==> config.mk <==
export PLATFORM = sky130hd
export DESIGN_NAME = heartbeat_trace_plotter
export DESIGN_NICKNAME = d
export VERILOG_FILES = /design/src/design/hbtp_pkg.sv /design/src/design/hbtp_div.sv /design/src/design/heartbeat_trace_plotter.sv
export VERILOG_INCLUDE_DIRS = /design/src /design/src/design
export SDC_FILE = /design/constraint.sdc
export NUM_CORES = 2
export LEC_CHECK = 0
export BUFFER_PORTS_ARGS = -buffer_cell sky130_fd_sc_hd__buf_2
export CORE_UTILIZATION = 50
export CTS_BUF_LIST = sky130_fd_sc_hd__clkbuf_2 sky130_fd_sc_hd__clkbuf_4 sky130_fd_sc_hd__clkbuf_8
export CTS_CLUSTER_DIAMETER = 80
export DETAILED_ROUTE_END_ITERATION = 10
export PLACE_DENSITY = 0.66
export SKIP_LAST_GASP = 1
export SYNTH_ARGS = -nofsm -noshare
export SYNTH_HDL_FRONTEND = slang
export SYNTH_SLANG_ARGS = --single-unit
==> constraint.sdc <==
create_clock -name clk -period 15.13 [get_ports clk]
set_clock_uncertainty 0.05 [all_clocks]
set_input_delay 1.513 -clock clk [delete_from_list [all_inputs] [get_ports clk]]
set_output_delay 1.513 -clock clk [all_outputs]
set_load 0.03 [all_outputs]
==> src/design/heartbeat_trace_plotter_defines.svh <==
// Assertion macros shared by the plotter modules.
`ifndef HEARTBEAT_TRACE_PLOTTER_DEFINES_SVH
`define HEARTBEAT_TRACE_PLOTTER_DEFINES_SVH

// Check cons in the same cycle as ante.
`define HBTP_ASSERT_NOW(label, ante, cons, msg) \
    label: assert property (@(posedge clk) disable iff (!rst_n) (ante) |-> (cons)) \
        else $error(msg);

// Check cons in the cycle after ante.
`define HBTP_ASSERT_NEXT(label, ante, cons, msg) \
    label: assert property (@(posedge clk) disable iff (!rst_n) (ante) |=> (cons)) \
        else $error(msg);

`endif

==> src/design/hbtp_pkg.sv <==
package hbtp_pkg;

    localparam int SAMPLE_BITS_DEF = 18;
    localparam int FRAC_BITS_DEF   = 8;
    localparam int X_STEP_DEF      = 2;

    localparam int GAIN_W      = 8;
    localparam int MIN_RANGE_W = 18;
    localparam int COORD_W     = 9;
    localparam int OFFSET_W    = 8;
    localparam int CFG_DATA_W  = 18;
    localparam int CFG_INDEX_W = 3;

    localparam int TRACE_MARGIN = 20;

    localparam logic [CFG_INDEX_W-1:0] CFG_GAIN          = 3'd0;
    localparam logic [CFG_INDEX_W-1:0] CFG_MIN_RANGE     = 3'd1;
    localparam logic [CFG_INDEX_W-1:0] CFG_X_LEFT        = 3'd2;
    localparam logic [CFG_INDEX_W-1:0] CFG_X_WRAP        = 3'd3;
    localparam logic [CFG_INDEX_W-1:0] CFG_Y_CLIP_TOP    = 3'd4;
    localparam logic [CFG_INDEX_W-1:0] CFG_Y_CLIP_BOTTOM = 3'd5;
    localparam logic [CFG_INDEX_W-1:0] CFG_Y_CENTER      = 3'd6;
    localparam logic [CFG_INDEX_W-1:0] CFG_TRACE_OFFSET  = 3'd7;

    localparam logic [GAIN_W-1:0]      GAIN_RST          = 8'd50;
    localparam logic [MIN_RANGE_W-1:0] MIN_RANGE_RST     = 18'd500;
    localparam logic [COORD_W-1:0]     X_LEFT_RST        = 9'd6;
    localparam logic [COORD_W-1:0]     X_WRAP_RST        = 9'd233;
    localparam logic [COORD_W-1:0]     Y_CLIP_TOP_RST    = 9'd131;
    localparam logic [COORD_W-1:0]     Y_CLIP_BOTTOM_RST = 9'd199;
    localparam logic [COORD_W-1:0]     Y_CENTER_RST      = 9'd165;
    localparam logic [OFFSET_W-1:0]    TRACE_OFFSET_RST  = 8'd35;

    localparam logic KIND_SEGMENT = 1'b0;
    localparam logic KIND_CLEAR   = 1'b1;

    typedef struct packed {
        logic busy;
        logic done;
    } div_stat_t;

endpackage

==> src/design/hbtp_div.sv <==
`include "heartbeat_trace_plotter_defines.svh"

module hbtp_div #(
    parameter int NUM_BITS = 34,
    parameter int DEN_BITS = 18
) (
    input  logic                  clk,
    input  logic                  rst_n,
    input  logic                  start,
    input  logic [NUM_BITS-1:0]   dividend,
    input  logic [DEN_BITS-1:0]   divisor,
    output logic [NUM_BITS-1:0]   quotient,
    output hbtp_pkg::div_stat_t   stat
);
    import hbtp_pkg::*;

    localparam int CNT_W = (NUM_BITS > 1) ? $clog2(NUM_BITS) : 1;
    localparam logic [CNT_W-1:0] CNT_LAST = CNT_W'(NUM_BITS - 1);

    logic [NUM_BITS-1:0] num_reg, num_next;
    logic [NUM_BITS-1:0] quo_reg, quo_next;
    logic [DEN_BITS-1:0] rem_reg, rem_next;
    logic [DEN_BITS-1:0] den_reg, den_next;
    logic [CNT_W-1:0]    cnt_reg, cnt_next;
    logic                busy_reg, busy_next;
    logic                done_reg, done_next;

    logic [DEN_BITS:0]   rem_sh;
    logic [DEN_BITS:0]   rem_sub;
    logic                fits;

    always_comb
    begin
        rem_sh  = {rem_reg, num_reg[NUM_BITS-1]};
        rem_sub = rem_sh - {1'b0, den_reg};
        fits    = rem_sh >= {1'b0, den_reg};

        num_next  = num_reg;
        quo_next  = quo_reg;
        rem_next  = rem_reg;
        den_next  = den_reg;
        cnt_next  = cnt_reg;
        busy_next = busy_reg;
        done_next = 1'b0;

        if (start)
        begin
            num_next  = dividend;
            quo_next  = '0;
            rem_next  = '0;
            den_next  = divisor;
            cnt_next  = '0;
            busy_next = 1'b1;
        end
        else if (busy_reg)
        begin
            // restore unless the shifted remainder covers the divisor
            num_next = num_reg << 1;
            quo_next = {quo_reg[NUM_BITS-2:0], fits};
            rem_next = fits ? rem_sub[DEN_BITS-1:0] : rem_sh[DEN_BITS-1:0];
            cnt_next = cnt_reg + 1'b1;
            if (cnt_reg == CNT_LAST)
            begin
                busy_next = 1'b0;
                done_next = 1'b1;
            end
        end
    end

    always_ff @(posedge clk or negedge rst_n)
    begin
        if (!rst_n)
        begin
            num_reg  <= '0;
            quo_reg  <= '0;
            rem_reg  <= '0;
            den_reg  <= '0;
            cnt_reg  <= '0;
            busy_reg <= 1'b0;
            done_reg <= 1'b0;
        end
        else
        begin
            num_reg  <= num_next;
            quo_reg  <= quo_next;
            rem_reg  <= rem_next;
            den_reg  <= den_next;
            cnt_reg  <= cnt_next;
            busy_reg <= busy_next;
            done_reg <= done_next;
        end
    end

    assign quotient  = quo_reg;
    assign stat.busy = busy_reg;
    assign stat.done = done_reg;

    `HBTP_ASSERT_NEXT(a_start_busy, start, busy_reg, "divider did not go busy on start")
    `HBTP_ASSERT_NOW(a_done_idle, done_reg, !busy_reg, "divider done while still busy")
    `HBTP_ASSERT_NEXT(a_last_done, busy_reg && !start && cnt_reg == CNT_LAST, done_reg,
        "divider missed done after final step")

endmodule

==> src/design/heartbeat_trace_plotter.sv <==
// Channel   Direction  Handshake               Payload
// in        input      in_valid / in_ready     sample
// out       output     out_valid / out_ready   kind, x_from, y_from, x_to, y_to, last
// cfg       input      cfg_we (no wait)        cfg_index, cfg_data
//
// A drawing sample passes the span, multiply, divide start, divide wait, trace and row states;
// the divider covers SAMPLE_BITS + 8 + FRAC_BITS bits. The next transfer waits for its segment,
// and on a wrap the clear, to be taken. A first sample only seeds the span and emits nothing.
// in_ready is high only while idle; each result waits in the output register
// until its transfer, and a stalled out_ready holds the whole block.
// Reset loads the register defaults and clears the trace state at once.
`include "heartbeat_trace_plotter_defines.svh"

module heartbeat_trace_plotter #(
    parameter int SAMPLE_BITS = hbtp_pkg::SAMPLE_BITS_DEF,
    parameter int FRAC_BITS   = hbtp_pkg::FRAC_BITS_DEF,
    parameter int X_STEP      = hbtp_pkg::X_STEP_DEF
) (
    input  logic                              clk,
    input  logic                              rst_n,
    input  logic                              in_valid,
    output logic                              in_ready,
    input  logic [SAMPLE_BITS-1:0]            sample,
    output logic                              out_valid,
    input  logic                              out_ready,
    output logic                              kind,
    output logic [hbtp_pkg::COORD_W-1:0]      x_from,
    output logic [hbtp_pkg::COORD_W-1:0]      y_from,
    output logic [hbtp_pkg::COORD_W-1:0]      x_to,
    output logic [hbtp_pkg::COORD_W-1:0]      y_to,
    output logic                              last,
    input  logic                              cfg_we,
    input  logic [hbtp_pkg::CFG_INDEX_W-1:0]  cfg_index,
    input  logic [hbtp_pkg::CFG_DATA_W-1:0]   cfg_data
);
    import hbtp_pkg::*;

    localparam int PROD_W = SAMPLE_BITS + GAIN_W;
    localparam int NUM_W  = PROD_W + FRAC_BITS;
    localparam int TW     = FRAC_BITS + 10;
    localparam int CW     = (NUM_W > TW) ? NUM_W + 1 : TW + 2;
    localparam int Y_W    = TW - FRAC_BITS + 1;
    localparam int SPAN_W = (SAMPLE_BITS > MIN_RANGE_W) ? SAMPLE_BITS : MIN_RANGE_W;
    localparam int LO_MAG = TRACE_MARGIN * (2 ** FRAC_BITS);
    localparam logic signed [CW-1:0] TRACE_LO = CW'(-LO_MAG);

    typedef enum logic [3:0] {
        S_IDLE,
        S_SPAN,
        S_MUL,
        S_DIV_START,
        S_DIV_WAIT,
        S_TRACE,
        S_ROW,
        S_SEG,
        S_CLR
    } state_t;

    function automatic logic [COORD_W-1:0] row_of(
        input logic signed [Y_W-1:0] y,
        input logic [COORD_W-1:0]    center,
        input logic [COORD_W-1:0]    top,
        input logic [COORD_W-1:0]    bot
    );
        logic signed [Y_W:0] r;
        r = $signed((Y_W+1)'(center)) - (Y_W+1)'(y);
        if (r < $signed((Y_W+1)'(top)))
            r = $signed((Y_W+1)'(top));
        if (r > $signed((Y_W+1)'(bot)))
            r = $signed((Y_W+1)'(bot));
        return r[COORD_W-1:0];
    endfunction

    logic [GAIN_W-1:0]      gain_reg;
    logic [MIN_RANGE_W-1:0] min_range_reg;
    logic [COORD_W-1:0]     x_left_reg;
    logic [COORD_W-1:0]     x_wrap_reg;
    logic [COORD_W-1:0]     y_top_reg;
    logic [COORD_W-1:0]     y_bot_reg;
    logic [COORD_W-1:0]     y_center_reg;
    logic [OFFSET_W-1:0]    offset_reg;

    state_t                  state_reg, state_next;
    logic [SAMPLE_BITS-1:0]  span_min_reg, span_min_next;
    logic [SAMPLE_BITS-1:0]  span_max_reg, span_max_next;
    logic [SAMPLE_BITS-1:0]  prev_reg, prev_next;
    logic signed [TW-1:0]    trace_reg, trace_next;
    logic signed [Y_W-1:0]   last_y_reg, last_y_next;
    logic [COORD_W-1:0]      col_reg, col_next;
    logic [SAMPLE_BITS-1:0]  sample_reg, sample_next;
    logic [SAMPLE_BITS-1:0]  span_reg, span_next;
    logic [SAMPLE_BITS-1:0]  delta_reg, delta_next;
    logic                    rise_reg, rise_next;
    logic [PROD_W-1:0]       prod_reg, prod_next;
    logic [NUM_W-1:0]        step_reg, step_next;
    logic                    wrap_reg, wrap_next;
    logic                    kind_reg, kind_next;
    logic [COORD_W-1:0]      x_from_reg, x_from_next;
    logic [COORD_W-1:0]      y_from_reg, y_from_next;
    logic [COORD_W-1:0]      x_to_reg, x_to_next;
    logic [COORD_W-1:0]      y_to_reg, y_to_next;
    logic                    last_reg, last_next;

    logic                    div_start;
    logic [NUM_W-1:0]        quotient;
    div_stat_t               div_stat;

    logic [SAMPLE_BITS-1:0]  acc_min;
    logic [SAMPLE_BITS-1:0]  acc_max;
    logic                    small_span;
    logic                    rise_now;
    logic signed [CW-1:0]    trace_w;
    logic signed [CW-1:0]    step_w;
    logic signed [CW-1:0]    hi_w;
    logic signed [CW-1:0]    headroom;
    logic signed [CW-1:0]    room;
    logic signed [CW-1:0]    trace_new;
    logic [TW-1:0]           trace_mag;
    logic [TW-FRAC_BITS-1:0] trace_int;
    logic signed [Y_W-1:0]   y_trunc;
    logic signed [Y_W-1:0]   y_new;
    logic [COORD_W:0]        col_step;
    logic                    wrap_now;

    always_ff @(posedge clk or negedge rst_n)
    begin
        if (!rst_n)
        begin
            gain_reg      <= GAIN_RST;
            min_range_reg <= MIN_RANGE_RST;
            x_left_reg    <= X_LEFT_RST;
            x_wrap_reg    <= X_WRAP_RST;
            y_top_reg     <= Y_CLIP_TOP_RST;
            y_bot_reg     <= Y_CLIP_BOTTOM_RST;
            y_center_reg  <= Y_CENTER_RST;
            offset_reg    <= TRACE_OFFSET_RST;
        end
        else if (cfg_we)
        begin
            case (cfg_index)
                CFG_GAIN:          gain_reg      <= cfg_data[GAIN_W-1:0];
                CFG_MIN_RANGE:     min_range_reg <= cfg_data[MIN_RANGE_W-1:0];
                CFG_X_LEFT:        x_left_reg    <= cfg_data[COORD_W-1:0];
                CFG_X_WRAP:        x_wrap_reg    <= cfg_data[COORD_W-1:0];
                CFG_Y_CLIP_TOP:    y_top_reg     <= cfg_data[COORD_W-1:0];
                CFG_Y_CLIP_BOTTOM: y_bot_reg     <= cfg_data[COORD_W-1:0];
                CFG_Y_CENTER:      y_center_reg  <= cfg_data[COORD_W-1:0];
                CFG_TRACE_OFFSET:  offset_reg    <= cfg_data[OFFSET_W-1:0];
                default:           ;
            endcase
        end
    end

    hbtp_div #(
        .NUM_BITS (NUM_W),
        .DEN_BITS (SAMPLE_BITS)
    ) u_div (
        .clk      (clk),
        .rst_n    (rst_n),
        .start    (div_start),
        .dividend ({prod_reg, {FRAC_BITS{1'b0}}}),
        .divisor  (span_reg),
        .quotient (quotient),
        .stat     (div_stat)
    );

    assign div_start = (state_reg == S_DIV_START);

    always_comb
    begin
        acc_min    = (sample < span_min_reg) ? sample : span_min_reg;
        acc_max    = (sample > span_max_reg) ? sample : span_max_reg;
        small_span = SPAN_W'(span_max_reg - span_min_reg) < SPAN_W'(min_range_reg);
        rise_now   = sample_reg > prev_reg;

        trace_w  = CW'(trace_reg);
        step_w   = $signed(CW'(step_reg));
        hi_w     = $signed((CW'(gain_reg) + CW'(TRACE_MARGIN)) << FRAC_BITS);
        headroom = trace_w - TRACE_LO;
        room     = hi_w - trace_w;
        if (rise_reg)
            trace_new = (step_w > headroom) ? TRACE_LO : trace_w - step_w;
        else if (room < 0 || step_w > room)
            trace_new = hi_w;
        else
            trace_new = trace_w + step_w;

        // truncate toward zero
        trace_mag = (trace_reg < 0) ? TW'(-trace_reg) : TW'(trace_reg);
        trace_int = trace_mag[TW-1:FRAC_BITS];
        y_trunc   = (trace_reg < 0) ? -$signed({1'b0, trace_int}) : $signed({1'b0, trace_int});
        y_new     = y_trunc + $signed(Y_W'(offset_reg));

        col_step = {1'b0, col_reg} + (COORD_W+1)'(X_STEP);
        wrap_now = col_step >= {1'b0, x_wrap_reg};
    end

    always_comb
    begin
        state_next    = state_reg;
        span_min_next = span_min_reg;
        span_max_next = span_max_reg;
        prev_next     = prev_reg;
        trace_next    = trace_reg;
        last_y_next   = last_y_reg;
        col_next      = col_reg;
        sample_next   = sample_reg;
        span_next     = span_reg;
        delta_next    = delta_reg;
        rise_next     = rise_reg;
        prod_next     = prod_reg;
        step_next     = step_reg;
        wrap_next     = wrap_reg;
        kind_next     = kind_reg;
        x_from_next   = x_from_reg;
        y_from_next   = y_from_reg;
        x_to_next     = x_to_reg;
        y_to_next     = y_to_reg;
        last_next     = last_reg;

        case (state_reg)
            S_IDLE:
            begin
                if (in_valid)
                begin
                    sample_next = sample;
                    if (prev_reg == '0)
                    begin
                        prev_next     = sample;
                        span_min_next = sample;
                        span_max_next = sample;
                    end
                    else
                    begin
                        span_min_next = acc_min;
                        span_max_next = acc_max;
                        state_next    = S_SPAN;
                    end
                end
            end
            S_SPAN:
            begin
                span_next  = span_max_reg - span_min_reg;
                rise_next  = rise_now;
                delta_next = rise_now ? sample_reg - prev_reg : prev_reg - sample_reg;
                state_next = small_span ? S_IDLE : S_MUL;
            end
            S_MUL:
            begin
                prod_next  = PROD_W'(delta_reg) * PROD_W'(gain_reg);
                state_next = S_DIV_START;
            end
            S_DIV_START:
            begin
                state_next = S_DIV_WAIT;
            end
            S_DIV_WAIT:
            begin
                if (div_stat.done)
                begin
                    step_next  = (delta_reg == '0) ? '0 : quotient;
                    state_next = S_TRACE;
                end
            end
            S_TRACE:
            begin
                trace_next = trace_new[TW-1:0];
                state_next = S_ROW;
            end
            S_ROW:
            begin
                kind_next   = KIND_SEGMENT;
                x_from_next = col_reg;
                y_from_next = row_of(last_y_reg, y_center_reg, y_top_reg, y_bot_reg);
                x_to_next   = col_step[COORD_W-1:0];
                y_to_next   = row_of(y_new, y_center_reg, y_top_reg, y_bot_reg);
                last_next   = !wrap_now;
                wrap_next   = wrap_now;
                last_y_next = y_new;
                prev_next   = sample_reg;
                if (wrap_now)
                begin
                    col_next      = x_left_reg;
                    span_min_next = '1;
                    span_max_next = '0;
                end
                else
                begin
                    col_next = col_step[COORD_W-1:0];
                end
                state_next = S_SEG;
            end
            S_SEG:
            begin
                if (out_ready)
                begin
                    if (wrap_reg)
                    begin
                        kind_next   = KIND_CLEAR;
                        x_from_next = x_left_reg;
                        y_from_next = y_top_reg;
                        x_to_next   = x_wrap_reg + 1'b1;
                        y_to_next   = y_bot_reg;
                        last_next   = 1'b1;
                        state_next  = S_CLR;
                    end
                    else
                    begin
                        state_next = S_IDLE;
                    end
                end
            end
            S_CLR:
            begin
                if (out_ready)
                    state_next = S_IDLE;
            end
            default:
            begin
                state_next = S_IDLE;
            end
        endcase
    end

    always_ff @(posedge clk or negedge rst_n)
    begin
        if (!rst_n)
        begin
            state_reg    <= S_IDLE;
            span_min_reg <= '1;
            span_max_reg <= '0;
            prev_reg     <= '0;
            trace_reg    <= '0;
            last_y_reg   <= Y_W'(TRACE_OFFSET_RST);
            col_reg      <= X_LEFT_RST;
            sample_reg   <= '0;
            span_reg     <= '0;
            delta_reg    <= '0;
            rise_reg     <= 1'b0;
            prod_reg     <= '0;
            step_reg     <= '0;
            wrap_reg     <= 1'b0;
            kind_reg     <= KIND_SEGMENT;
            x_from_reg   <= '0;
            y_from_reg   <= '0;
            x_to_reg     <= '0;
            y_to_reg     <= '0;
            last_reg     <= 1'b0;
        end
        else
        begin
            state_reg    <= state_next;
            span_min_reg <= span_min_next;
            span_max_reg <= span_max_next;
            prev_reg     <= prev_next;
            trace_reg    <= trace_next;
            last_y_reg   <= last_y_next;
            col_reg      <= col_next;
            sample_reg   <= sample_next;
            span_reg     <= span_next;
            delta_reg    <= delta_next;
            rise_reg     <= rise_next;
            prod_reg     <= prod_next;
            step_reg     <= step_next;
            wrap_reg     <= wrap_next;
            kind_reg     <= kind_next;
            x_from_reg   <= x_from_next;
            y_from_reg   <= y_from_next;
            x_to_reg     <= x_to_next;
            y_to_reg     <= y_to_next;
            last_reg     <= last_next;
        end
    end

    assign in_ready  = (state_reg == S_IDLE);
    assign out_valid = (state_reg == S_SEG) || (state_reg == S_CLR);
    assign kind      = kind_reg;
    assign x_from    = x_from_reg;
    assign y_from    = y_from_reg;
    assign x_to      = x_to_reg;
    assign y_to      = y_to_reg;
    assign last      = last_reg;

    `HBTP_ASSERT_NOW(a_out_blocks_in, out_valid, !in_ready, "input taken while a result waits")
    `HBTP_ASSERT_NOW(a_clear_is_last, out_valid && kind == KIND_CLEAR, last,
        "clear command not marked last")
    `HBTP_ASSERT_NEXT(a_accept_no_out, in_valid && in_ready, !out_valid,
        "result shown right after an input transfer")
    `HBTP_ASSERT_NOW(a_div_done_wait, div_stat.done, state_reg == S_DIV_WAIT,
        "divider finished outside its wait state")

endmodule

# Yosys cells after proc, flatten, opt, wreduce, memory -nomap -nowiden
# Cells that the tools add are included.
dict set report classes {
  order_cmp 14
  muxes 66
  n_div 0
  addsub 17
  n_bitwise 0
  shift 0
  reduce_logical 25
  multipliers 1
  eq_ne 26
}
# cell count
set op_table {}
lappend op_table {{$mux W18} 18}
lappend op_table {{$mux W34} 5}
lappend op_table {{$pmux W18 S2} 3}
lappend op_table {{$mux W9} 11}
lappend op_table {{$sub A18 B18 Y18} 5}
lappend op_table {{$pmux W9 S2} 4}
lappend op_table {{$gt A35 B19 Y1} 2}
lappend op_table {{$mux W12} 4}
lappend op_table {{$gt A18 B18 Y1} 2}
lappend op_table {{$logic_not A18 Y1} 2}
lappend op_table {{$lt A18 B18 Y1} 2}
lappend op_table {{$pmux W4 S9} 1}
lappend op_table {{$mul A18 B8 Y26} 1}
lappend op_table {{$gt A12 B10 Y1} 2}
lappend op_table {{$lt A12 B10 Y1} 2}
lappend op_table {{$mux W4} 6}
lappend op_table {{$sub A10 B11 Y12} 2}
lappend op_table {{$reduce_and A2 Y1} 10}
lappend op_table {{$ge A19 B18 Y1} 1}
lappend op_table {{$lt A19 B1 Y1 const B} 1}
lappend op_table {{$sub A18 B14 Y19 const B} 1}
lappend op_table {{$sub A18 B18 Y19} 1}
lappend op_table {{$add A18 B18 Y18} 1}
lappend op_table {{$lt A18 B1 Y1 const B} 1}
lappend op_table {{other kinds (32)} 61}
dict set report word_totals {
  word_cells 184
  output_inout_bits 40
  mem_bits_ro 0
  latchBits 0
  ramBits 0
  reg_bits 441
  n_memories 0
}

# Longest topological paths before layout
dict set report depth {
  depth_word 12
  mapped_depth 47
  depth_no_buf 44
}

# Modules after synthesis
# A second synthesis with hierarchy kept.
dict set report hier_totals {
  hier_cells 3761
  area_unflattened_um2 34327.9
}
# mod seq_area_each_um2 area_each_um2 instances cells_each
set modules_own_cells {}
lappend modules_own_cells {heartbeat_trace_plotter 8300.5 28557.4 1 3172}
lappend modules_own_cells {hbtp_div 2802.7 5770.5 1 589}

# Least setup slack after synthesis
# No wires, ideal clock.
dict set report synth_path {
  path_kind {register to register}
  startpoint {register trace_reg[1]}
  endpoint {register y_to_reg[7] (netlist: y_to[7])}
  setup_time_ns 0.135
  setup_slack_ns 7.000
  arrival_time_ns 7.945
  synth_period_minus_slack_ns 8.130
  path_buffers 3
  path_stages_with_launch 43
  cell_sequence {dfrtp_1 > inv_1 > ha_1 > nor4b_4 > nand2_1 > nand2_1 > xnor2_1 > ha_1 > xnor2_1 > nand2_1 > xnor2_1 > ha_1 > a21oi_1 > xor2_1 > ha_1 > o21a_1 > o31a_1 > o21ai_0 > [7 not listed] > ha_1 > clkbuf_1 > clkbuf_1 > o21ai_0 > ha_1 > nor2b_1 > o21a_1 > o21a_1 > o21ai_0 > nand2b_1 > a21oi_1 > nor2b_1 > o21ai_0 > a211oi_1 > a311oi_4 > buf_6 > nor3b_2 > o31ai_2}
}
dict set report synth_via {
  elab_chain_cells 12
  word_cells_on_any_way 13
  classes_between {4 x add/sub; 3 x order compare; 6 x mux}
}
# item line_no
set synth_lines {}
lappend synth_lines {{start: declaration} heartbeat_trace_plotter.sv:87} ;# logic signed [TW-1:0] trace_reg, trace_next;
lappend synth_lines {{start signal: assignment} heartbeat_trace_plotter.sv:356} ;# trace_reg <= trace_next;
lappend synth_lines {{$neg A18 Y18 or $lt A18 B1 Y1 (tied branches)} {heartbeat_trace_plotter.sv:189, heartbeat_trace_plotter.sv:191}}
lappend synth_lines {{$mux W18} heartbeat_trace_plotter.sv:189} ;# trace_mag = (trace_reg < 0) ? TW'(-trace_reg) : TW'(trace_reg);
lappend synth_lines {{$neg A10 Y11} heartbeat_trace_plotter.sv:191} ;# y_trunc = (trace_reg < 0) ? -$signed({1'b0, trace_int}) : $signed({1'b0, trace_int});
lappend synth_lines {{$mux W11 (*)} heartbeat_trace_plotter.sv:191}
lappend synth_lines {{$add A11 B9 Y11 (*)} heartbeat_trace_plotter.sv:192} ;# y_new = y_trunc + $signed(Y_W'(offset_reg));
lappend synth_lines {{$sub A10 B11 Y12 (*)} heartbeat_trace_plotter.sv:66} ;# r = $signed((Y_W+1)'(center)) - (Y_W+1)'(y);
lappend synth_lines {{$lt A12 B10 Y1} heartbeat_trace_plotter.sv:67} ;# if (r < $signed((Y_W+1)'(top)))
lappend synth_lines {{$mux W12 (*)} heartbeat_trace_plotter.sv:67}
lappend synth_lines {{$mux W12 (*)} heartbeat_trace_plotter.sv:221} ;# case (state_reg)
lappend synth_lines {{$gt A12 B10 Y1} heartbeat_trace_plotter.sv:69} ;# if (r > $signed((Y_W+1)'(bot)))
lappend synth_lines {{$mux W9 (*)} heartbeat_trace_plotter.sv:69}
lappend synth_lines {{$pmux W9 S2 (*)} heartbeat_trace_plotter.sv:221}
lappend synth_lines {{end signal: assignment} heartbeat_trace_plotter.sv:370} ;# y_to_reg <= y_to_next;
lappend synth_lines {{end: declaration} heartbeat_trace_plotter.sv:101} ;# logic [COORD_W-1:0] y_to_reg, y_to_next;
# Mark *: on every way between the ends. The rest lies on a longest branch, timed or not. The select of a mux whose other input is x is not followed.
# A chain may end at the register's enable or synchronous reset.

# Worst setup path after layout
dict set report layout_path {
  startpoint {register trace_reg[1]}
  endpoint {register y_to_reg[4] (netlist: y_to[4])}
}
# The elaborated chain is that of the path after synthesis.

==> results.json <==
{
  "status": "finished clean",
  "wl_met2_mm": 38.0,
  "regToRegStartpoint": "trace_reg[1]$_DFFE_PN0P_",
  "async_flop_share_pct": 100,
  "routedWlPerCell_um": 18.3,
  "crit_family": "compound AO/OA/AOI/OAI gates",
  "wl_met3_mm": 3.91,
  "vias": 26300,
  "clk_pin_slew_worst_paths_ns": 0.06,
  "cts_tree": "built",
  "pin_count": 84,
  "critPathBufInv": 1,
  "slew_violations": 0,
  "cpMaxStageDelayCell": "ha_1",
  "antenna_found_initial": 3,
  "synthAdderAreaFrac_pct": 19.6,
  "synthFlopType": "dfrtp_1",
  "synthMuxAreaShare_pct": 7.14,
  "crit_type": "flop to flop",
  "drt_iter0_drc": 1779,
  "dp.final_hpwl_mm": 62.3,
  "yosysWarnings": 0,
  "hold_viol_final": 0,
  "overflow": 0,
  "ctsLongestPathBuffers": 3,
  "synth_top_family_by_area": "adder cells",
  "relSlewSlack_pct": 18.2,
  "yosys-top-cells-area": "dfrtp_1, ha_1, fa_1",
  "synth_cell_types": 92,
  "wl_mm": 85.1,
  "synth_edf_count": 0,
  "min_period_over_period_pct": 62.1,
  "drt-met1-wl_mm": 40.9,
  "layout.cells.most_common": "dfrtp_1",
  "area_growth_pct": 8.63,
  "ys_seq_area_share_pct": 32.3,
  "crit_required_ns": 15.61,
  "grt_pass1_wl_mm": 138,
  "synth_xor_area_share_pct": 4.12,
  "cp.arrival_ns": 9.87,
  "hold_path.class": "flop to flop",
  "top_layer_used": "met5",
  "ys_ff_latch": 433,
  "rows": 94,
  "worst_skew_pair.late_latency_ns": 0.68,
  "max_freq_ghz": 0.106,
  "ant_nets": 0,
  "cts_root_buf": "clkbuf_8",
  "setup_viol": 0,
  "cts_num_sinks": 433,
  "worstSetupStartpointType": "flop",
  "fin_crit_ns": 9.39,
  "cts-htree-levels": 3,
  "postCtsSetupBuffers": 0,
  "die_y_um": 262,
  "reg2reg_slack_ns": 5.74,
  "viasPerCell": 5.65,
  "final_cell_mix": "dfrtp_1, inv_1, ha_1, nand2_1, o21ai_0",
  "gp_congestion": 0.914,
  "slowest_delay_ns": 0.62,
  "synth_compound_area_share_pct": 16.3,
  "grt_max_degree": 97,
  "ff2ff_path_depth": 40,
  "postSynthAreaPerCell_sq_um": 9.14,
  "ctsResizeCount": 0,
  "placement.io_buffers": 83,
  "die-width_um": 262,
  "drc": 0,
  "rr_endpoint": "y_to[4]$_DFFE_PN0P_",
  "cp_num_cells": 40,
  "grt.total_usage_pct": 25.2,
  "hold_buffers": 0,
  "drv_cap": 0,
  "die_area_sq_um": 68600,
  "synth_top_cell_by_area": "dfrtp_1",
  "start_util_pct": 50.9,
  "synth-simple-area-share_pct": 14.6,
  "synth_nets": 4204,
  "syn_inst": 3696,
  "rsz0062_at_grt": "false",
  "cts_buffers": 78,
  "core_sq_um": 66300,
  "worst-path-max-fanout": 17,
  "tns_ns": 0,
  "cpMostUsedCell": "ha_1",
  "dr.pass1.iters": 5,
  "cp-endpoint": "y_to[4]$_DFFE_PN0P_",
  "syn-cell-area_sq_um": 33800,
  "nets": 4233,
  "startpoint": "trace_reg[1]$_DFFE_PN0P_",
  "end_kind": "flop",
  "first_global_vias": 25400,
  "tightestPinTransition_ns": 1.20,
  "drive_above_1_share_pct": 12.8,
  "synth_top_area_share_pct": 28.1
}
-- worst reg2reg max path: cells and delay by family, from the launching register on --
| kind | cells | cell delay, ns |
|---|---|---|
| AOI/OAI and AO/OA | 18 | 3.62 |
| xor gates and xnor gates | 4 | 0.67 |
| adders and majority gates | 7 | 2.51 |
| buffers and inverters | 1 | 0.21 |
| DFF | 1 | 0.48 |
| and+or+nand+nor | 10 | 1.68 |
-- layer usage --
metal | up-vias | track usage, %
met5 | - | 0
met4 | 2 | 8.12
met3 | 144 | 3.56
li1 | 12800 | -
met2 | 590 | 39.4
met1 | 12700 | 35.9
-- cell families (layout without fill, tap and decap cells) --
group | count (synthesis) | in the layout
adders and majority gates | 466 | 466
muxes | 225 | 225
AOI/OAI and AO/OA | 864 | 864
DFF | 433 | 433
other | 0 | 2
xor gates and xnor gates | 157 | 157
buffers and inverters | 530 | 624
and+or+nand+nor | 1021 | 1021
-- synthesized netlist by cell type (all sizes together) (54+ instances only) --
cell type,number
a21o,81
a21oi,213
and2,100
clkbuf,148
dfrtp,379
dfstp,54
fa,105
ha,359
inv,359
mux2,123
mux2i,102
nand2,360
nor2,228
nor3,67
o21ai,277
xnor2,101
xor2,56
-- final cells by class --
| cell class | instances | area (sq um) |
|---|---|---|
| Multi-Input combinational cell | 2733 | 20900 |
| Antenna cell | 2 | 5.00 |
| Fill cell | 6108 | 29700 |
| Clock inverter | 25 | 299 |
| Timing Repair Buffer | 118 | 688 |
| Tap cell | 864 | 1080 |
| Sequential cell | 433 | 10900 |
| Inverter | 361 | 1360 |
| Clock buffer | 120 | 1470 |
-- through the flow --
step | hold WS [ns] | util [%] | instances | cell area (sq um) | setup slack, ns
2_1_floorplan | 0.389 | - | 3696 | 33800 | 7.00
3_3_place_gp | 0.403 | 52.6 | 4509 | 34900 | 5.90
3_5_place_dp | 0.411 | 52.6 | 4509 | 34900 | 5.75
4_1_cts | 0.422 | 55.3 | 4654 | 36700 | 5.76
5_1_grt | 0.433 | 55.3 | 4656 | 36700 | 4.67
6_report | 0.418 | 55.3 | 4656 | 36700 | 5.74
-- how the worst min path moves through the flow --
stage,start,to,slack [ns],depth (start not counted)
after global routing,last_y_reg[0]$_DFFE_PN1P_,last_y_reg[0]$_DFFE_PN1P_,0.43,2
after CTS,last_y_reg[0]$_DFFE_PN1P_,last_y_reg[0]$_DFFE_PN1P_,0.42,2
after floorplan,span_reg[0]$_DFFE_PN0P_,u_div.den_reg[0]$_DFFE_PN0P_,0.39,2
after detailed placement,last_y_reg[0]$_DFFE_PN1P_,last_y_reg[0]$_DFFE_PN1P_,0.41,2
after global placement,last_y_reg[0]$_DFFE_PN1P_,last_y_reg[0]$_DFFE_PN1P_,0.40,2
final,last_y_reg[0]$_DFFE_PN1P_,last_y_reg[0]$_DFFE_PN1P_,0.42,2
Power is left out: the tool's default activity adds up to more than one toggle a clock period on the data nets, which glitch-free logic cannot reach.
